## src/rtl/core/pac_pkg.sv

```systemverilog
// shared types and constants for the polygon area and centroid unit
// no dependencies; compiled before the interfaces and every module

package pac_pkg;

	// default sizes
	localparam int unsigned MAX_VERTICES_DEF = 1024;
	localparam int unsigned COORD_BITS_DEF   = 16;
	localparam int unsigned AREA_BITS_DEF    = 2 * COORD_BITS_DEF + $clog2(MAX_VERTICES_DEF);

	// result status codes, highest priority first in the decision order
	typedef enum logic [1:0] {
		STS_OK   = 2'd0,
		STS_FEW  = 2'd1,
		STS_ZERO = 2'd2,
		STS_MANY = 2'd3
	} pac_status_t;

	// commands from the controller to the datapath
	typedef struct packed {
		logic take;     // vertex word accepted this cycle
		logic close;    // launch the closing edge back to the first vertex
		logic eval;     // latch status and doubled area magnitude
		logic load;     // load the divider for one axis
		logic axis_y;   // axis for load and fin
		logic step;     // one restoring division step
		logic fin;      // saturate the quotient into the centroid register
		logic publish;  // copy the result into the output register and clear
	} pac_cmd_t;

	// status from the datapath to the controller
	typedef struct packed {
		logic area_ok;  // polygon is valid and has non-zero area
	} pac_flags_t;

endpackage

```

## src/rtl/core/pac_ctrl.sv

```systemverilog
// controller: vertex intake, closing sequence, divider sequencing, output handshake
// depends on pac_pkg; commands pac_dpath through pac_cmd_t

module pac_ctrl import pac_pkg::*; #(
	parameter int unsigned COORD_BITS = COORD_BITS_DEF
) (
	input  logic       clk,
	input  logic       arst_n,
	input  logic       in_valid,
	input  logic       in_last,
	output logic       in_ready,
	output logic       out_valid,
	input  logic       out_ready,
	input  pac_flags_t flags,
	output pac_cmd_t   cmd
);

	localparam int unsigned SW = $clog2(COORD_BITS + 1);
	localparam logic [SW-1:0] STEP_LAST = SW'(COORD_BITS);

	typedef enum logic [8:0] {
		S_IDLE   = 9'b000000001,
		S_CLOSE  = 9'b000000010,
		S_DRAIN1 = 9'b000000100,
		S_DRAIN2 = 9'b000001000,
		S_EVAL   = 9'b000010000,
		S_LOAD   = 9'b000100000,
		S_DIV    = 9'b001000000,
		S_FIN    = 9'b010000000,
		S_PUB    = 9'b100000000
	} pac_state_t;

	pac_state_t    state_q, state_nxt;
	logic          axis_q;
	logic [SW-1:0] step_q;
	logic          out_valid_q;

	assign in_ready  = (state_q == S_IDLE);
	assign out_valid = out_valid_q;

	// next state and commands
	always_comb begin
		state_nxt = state_q;
		cmd       = '0;
		case (state_q)
			S_IDLE: begin
				cmd.take = in_valid;
				if (in_valid && in_last)
					state_nxt = S_CLOSE;
			end
			S_CLOSE: begin
				cmd.close = 1'b1;
				state_nxt = S_DRAIN1;
			end
			S_DRAIN1: begin
				state_nxt = S_DRAIN2;
			end
			S_DRAIN2: begin
				state_nxt = S_EVAL;
			end
			S_EVAL: begin
				cmd.eval  = 1'b1;
				state_nxt = flags.area_ok ? S_LOAD : S_PUB;
			end
			S_LOAD: begin
				cmd.load   = 1'b1;
				cmd.axis_y = axis_q;
				state_nxt  = S_DIV;
			end
			S_DIV: begin
				cmd.step = 1'b1;
				if (step_q == STEP_LAST)
					state_nxt = S_FIN;
			end
			S_FIN: begin
				cmd.fin    = 1'b1;
				cmd.axis_y = axis_q;
				state_nxt  = axis_q ? S_PUB : S_LOAD;
			end
			S_PUB: begin
				if (!out_valid_q || out_ready) begin
					cmd.publish = 1'b1;
					state_nxt   = S_IDLE;
				end
			end
			default: begin
				state_nxt = S_IDLE;
			end
		endcase
	end

	// state, axis, step counter and output valid
	always_ff @(posedge clk or negedge arst_n) begin
		if (!arst_n) begin
			state_q     <= S_IDLE;
			axis_q      <= 1'b0;
			step_q      <= '0;
			out_valid_q <= 1'b0;
		end else begin
			state_q <= state_nxt;
			if (cmd.eval)
				axis_q <= 1'b0;
			else if (cmd.fin)
				axis_q <= 1'b1;
			if (cmd.load)
				step_q <= '0;
			else if (cmd.step)
				step_q <= step_q + SW'(1);
			if (cmd.publish)
				out_valid_q <= 1'b1;
			else if (out_ready)
				out_valid_q <= 1'b0;
		end
	end

`ifndef ASSERT_OFF
	a_last_closes: assert property (@(posedge clk) disable iff (!arst_n)
		(in_valid && in_ready && in_last) |=> (state_q == S_CLOSE))
		else $error("last vertex did not start the closing sequence");

	a_pub_source: assert property (@(posedge clk) disable iff (!arst_n)
		$rose(out_valid_q) |-> $past(state_q == S_PUB))
		else $error("result word raised outside the publish state");

	a_div_steps: assert property (@(posedge clk) disable iff (!arst_n)
		(state_q == S_DIV) |-> (step_q <= STEP_LAST))
		else $error("divider step count overran");
`endif

endmodule

```

## config.mk

```make
export PLATFORM = sky130hd
export DESIGN_NAME = pac_ctrl
export DESIGN_NICKNAME = d
export VERILOG_FILES = /design/src/rtl/core/pac_pkg.sv /design/src/rtl/core/pac_ctrl.sv
export SDC_FILE = /design/constraint.sdc
export NUM_CORES = 1
export LEC_CHECK = 0
export BUFFER_PORTS_ARGS = -buffer_cell sky130_fd_sc_hd__buf_2
export CAP_MARGIN = 20
export CORE_MARGIN = 2
export CORE_UTILIZATION = 55
export DETAILED_ROUTE_END_ITERATION = 12
export GPL_TIMING_DRIVEN = 1
export PLACE_DENSITY = 0.83
export SETUP_SLACK_MARGIN = 0.02
export SYNTH_ARGS = -nofsm -noshare
export SYNTH_HDL_FRONTEND = slang
export SYNTH_SLANG_ARGS = --single-unit
```

## constraint.sdc

```tcl
create_clock -name clk -period 4.1 [get_ports clk]
set_input_delay 0.82 -clock clk [delete_from_list [all_inputs] [get_ports clk]]
set_output_delay 0.82 -clock clk [all_outputs]
set_load 0.005 [all_outputs]
```

---- Yosys cells after proc, flatten, opt, wreduce, memory -nomap -nowiden ----
Cells that the tools add are included.
word-level totals
  output and inout port bits .............. 10
  word-level logic and storage cells ...... 47
  input bits .............................. 6
  register bits after elaboration ......... 16
cells by class
  reduce and logical (&&, ||, !) cells .... 8
  multiplexer cells ....................... 21
  add/sub/neg operators ................... 1
  equality and inequality tests ........... 13
operators with widths
  operator             number
  $pmux 9 s9           1
  $mux 9               5
  $mux 1               13
  $mux 5               2
  $eq 9x1->1 const B   1
  $eq 9x2->1 const B   1
  $eq 9x3->1 const B   1
  $eq 9x4->1 const B   1
  $eq 9x5->1 const B   1
  $eq 9x6->1 const B   1
  $eq 9x7->1 const B   1
  $eq 9x8->1 const B   1
  $eq 9x9->1 const B   1
  $reduce_bool 2->1    3
  $add 5x1->5 const B  1
  $eq 5x5->1 const B   1
  $ne 2x2->1 const B   2
  $reduce_and 3->1     1
  $ne 2x1->1 const B   1
  $reduce_or 2->1      1
  $logic_and 1x1->1    1
  $logic_not 1->1      1
  $logic_or 1x1->1     1

---- Depth between registers and ports, before layout ----
  depth in word-level cells ............... 5
  mapped depth ............................ 6
  gate-level depth less buffers ........... 6

---- Worst setup path before layout ----
OpenSTA, ideal clock, no wires.
  path type ............................... flip-flop to output port
  start ................................... reg state_q[2]
  end ..................................... out cmd[4] in the netlist's numbering
  arrival time ............................ 1.635 ns
  stages on the path, launching flop included .. 6
  path slack .............................. 1.645 ns
  buffers on the path ..................... 2
  cell sequence ........................... dfrtp_1 -> or4_1 -> buf_2 -> or2_1 -> buf_2 -> nor2_1
RTL lines
  item                    RTL line         source
  from (decl)             pac_ctrl.sv:33   pac_state_t state_q, state_nxt;
  from (signal assigned)  pac_ctrl.sv:100  state_q <= state_nxt;
  to (decl)               pac_ctrl.sv:15   output pac_cmd_t cmd

==> qor.csv <==
stage;metric;value;unit
sta;min Tclk post-route;3.033;ns
logic_synthesis;adder-cell share of the synthesized area;0.02805;
sta;slew margin rel.;0.6600;
place;Post-DP Area;965.9;um^2
sta;Setup TNS Final;0;ns
place;GPL Wtd Cong;0.7820;
global_route;met2 GRT Util;0.3735;
logic_synthesis;top_reg_cell synth;dfrtp_1;
pwr;Flop pwr share;0.505;
clocking;clk slew on worst S/H paths;0.09;ns
global_route;grt total ovfl;0;
pwr;Internal;0.2436;mW
place;number of port buffers;15;
drt;first drt pass iteration count;4;
finish;Design Area, Final;992.2;um^2
global_route;first-pass GRT wire length;3091;um
finish;Synth-to-Final Area Change;11.22;%
sta;RSZ-0062 raised after global routing;no;
global_route;initial antenna violation count;0;
worst_setup_path;crit path max fanout;7;
worst_setup_path;Startpoint Class;flop;
logic_synthesis;largest area contributor in the netlist;dfrtp_1;
finish;# fillers;130;
clocking;root buf cell;clkbuf_4;
sta;Final Setup Violations;0;
floorplan;die area;1960;um^2
clocking;# resized after CTS;0;
drt;routed via count;770;
pwr;combinational share of power;0.257;
logic_synthesis;Yosys cell types;37;
logic_synthesis;post-synth top area share;0.4208;
drt;antenna-violating nets left;0;
sta;Final Hold Vio Count;0;
global_route;met3 global-route usage;0.02449;
logic_synthesis;synth warn;0;
floorplan;Initial Util;0.5922;
drt;total routed wirelength;1857;um
global_route;GR Util All Layers;0.2236;
hold_path;Hold Path Class;in -> async;
floorplan;Die Y;44.28;um
logic_synthesis;sequential-to-total area share from yosys stat;0.4502;
clocking;Clock Path Buffers;2;
clocking;H-tree levels;1;
finish;most frequent cells in the layout;dfrtp_1 (15), buf_2 (15), nor2_1 (13), inv_1 (5), xnor2_1 (5);
clocking;total CTS buffers;3;
pwr;NetSw;0.1098;mW
pwr;Sw Share;0.3107;
sta;period utilization;0.7397;
place;hpwl dp;1411;um
pwr;overall power;0.3534;mW
sta;final hold slack;0.4255;ns
global_route;vias in the first global route;711;
clocking;CTS Hold Buffers Added;0;
place;placed insts;121;
pwr;Pleak;0.4605;nW
pwr;Clock power frac;0.239;
global_route;routing usage on met1;0.2804;
finish;Multi-input gate area;450.4;um^2
worst_setup_path;Critical Path End Type;primary output;
global_route;grt peak-use layer;met2;
logic_synthesis;post-synthesis mux area share;0;
floorplan;Die X;44.28;um
sta;fin. max-slew vios;0;
finish;layout cells sized above 1;0.2202;
sta;Max Freq;329.7;MHz
logic_synthesis;post-synthesis compound-gate area fraction;0.08415;
logic_synthesis;Post-synth EDFFs;0;
logic_synthesis;Cells after Synth;95;
logic_synthesis;Async SR Flop Fraction;1.000;
logic_synthesis;Yosys reg bits;16;
floorplan;Core ar.;1506;um^2
logic_synthesis;largest family of logic cells by synthesized area;simple AND/OR/NAND/NOR gates;
floorplan;Top Ports;16;
worst_setup_path;critical setup path kind;reg -> out;
pwr;power per cell area;356.1;nW/um^2
drt;DRC;0;
logic_synthesis;Mapped Avg Cell Area;9.391;um^2
clocking;clock sinks;16;
finish;register area;401.6;um^2
sta;worst slew pin tran;0.5053;ns
finish;number of diodes;0;
clocking;Worst-Skew Late Latency;0.29;ns
finish;final std cells w/o fill;125;
drt;DR WL/cell;14.86;um
logic_synthesis;Post-Synth XOR/XNOR Area;0.04909;
logic_synthesis;Net Count, Synth;103;
clocking;Setup Fix Bufs, Post-CTS;0;
logic_synthesis;main area contributors after synthesis;dfrtp_1 (42%), nor2_1 (5.5%), xnor2_1 (4.9%);
drt;Detailed Route Iter0 Violations;20;
sta;clock skew;0.005957;ns
logic_synthesis;Synth Area in Simple Gates;0.3436;
worst_setup_path;Worst EP required;3.28;ns
floorplan;Rows;14;
finish;Final Net Count;118;
job;Max Cap Viol;0;
worst_setup_path;WP data arrival;2.21;ns
pwr;worst ir drop on vdd;0.0002687;V
drt;drt via density;6.160;
logic_synthesis;synthesized cell area;892.1;um^2
run_status;outcome;finished, final reports clean;
global_route;pin count of the biggest net entering global routing;17;
clocking;CTS tree;built;
-- final timing paths --
check | from | end | slack, ns | depth (start not counted)
max | state_q[2]$_DFFE_PN0P_ | cmd[4] | 1.07 | 4
min | arst_n | state_q[6]$_DFFE_PN0P_ | 0.43 | 1
max reg2reg | state_q[2]$_DFFE_PN0P_ | state_q[8]$_DFFE_PN0P_ | 2.11 | 4
min reg2reg | state_q[2]$_DFFE_PN0P_ | state_q[2]$_DFFE_PN0P_ | 0.53 | 1
max in group asynchronous | arst_n | state_q[0]$_DFFE_PN1P_ | 3.37 | 1
min in group clk | state_q[2]$_DFFE_PN0P_ | state_q[2]$_DFFE_PN0P_ | 0.53 | 1
-- sequential cells by signal, indices dropped and copies added, names as in the netlist --
register,count
axis_q,1
state_q,9
step_q,5
out_valid,1
-- cell families after synthesis --
kind of cell | after synthesis
XOR/XNOR | 5
AND/OR/NAND/NOR | 51
flip-flops | 16
AO/OA/AOI/OAI | 11
buffers and inverters | 10
adder cells (fa/ha/maj) | 2
-- synthesized netlist by cell type, types with 2 or more instances --
cell type and n:
a21oi_1 2, nor4b_1 2, dfrtp_1 15, or4b_2 3
o21ai_0 2, xnor2_1 5, nand2_1 4, inv_1 5
or3_1 3, nor2_1 13, ha_1 2, nand3b_1 2
nand3_1 4, clkbuf_1 2, nor2b_1 3, nor4_1 4
buf_2 2, a31oi_1 2, nand2b_1 2
-- power groups by stage --
stage	logic, mW	clock network, mW	registers, mW
floorplan	0.0666	0	0.179
global placement	0.0842	0	0.180
detailed placement	0.0893	0	0.181
CTS	0.0903	0.0865	0.178
global route	0.101	0.0946	0.179
finish	0.0907	0.0843	0.178
-- metrics by stage --
stage | worst slack, ns | utilization
global placement | 1.458 | 0.6412
floorplan | 1.645 | -
CTS | 1.080 | 0.6586
detailed placement | 1.403 | 0.6412
finish | 1.067 | 0.6586
global route | 0.9440 | 0.6586
-- cell type report --
class | count | share of cell area
Sequential cell | 16 | 0.4048
Tap cell | 16 | 0.02018
Timing Repair Buffer | 15 | 0.07566
Multi-Input combinational cell | 69 | 0.4540
Clock buffer | 4 | 0.02648
Inverter | 5 | 0.01892
-- critical path, stage by stage, from the launching register on --
cell and delay, ns:
dfrtp_1 0.43, or4_1 0.68, or2_1 0.36, nor2_1 0.28, buf_2 0.17
-- routing by layer --
metal | wire [um] | vias to the layer above
met5 | 0 | -
met4 | 51 | 0
met3 | 105 | 9
met2 | 910 | 29
met1 | 791 | 363
li1 | - | 369
(Power assumes the default switching activity.)
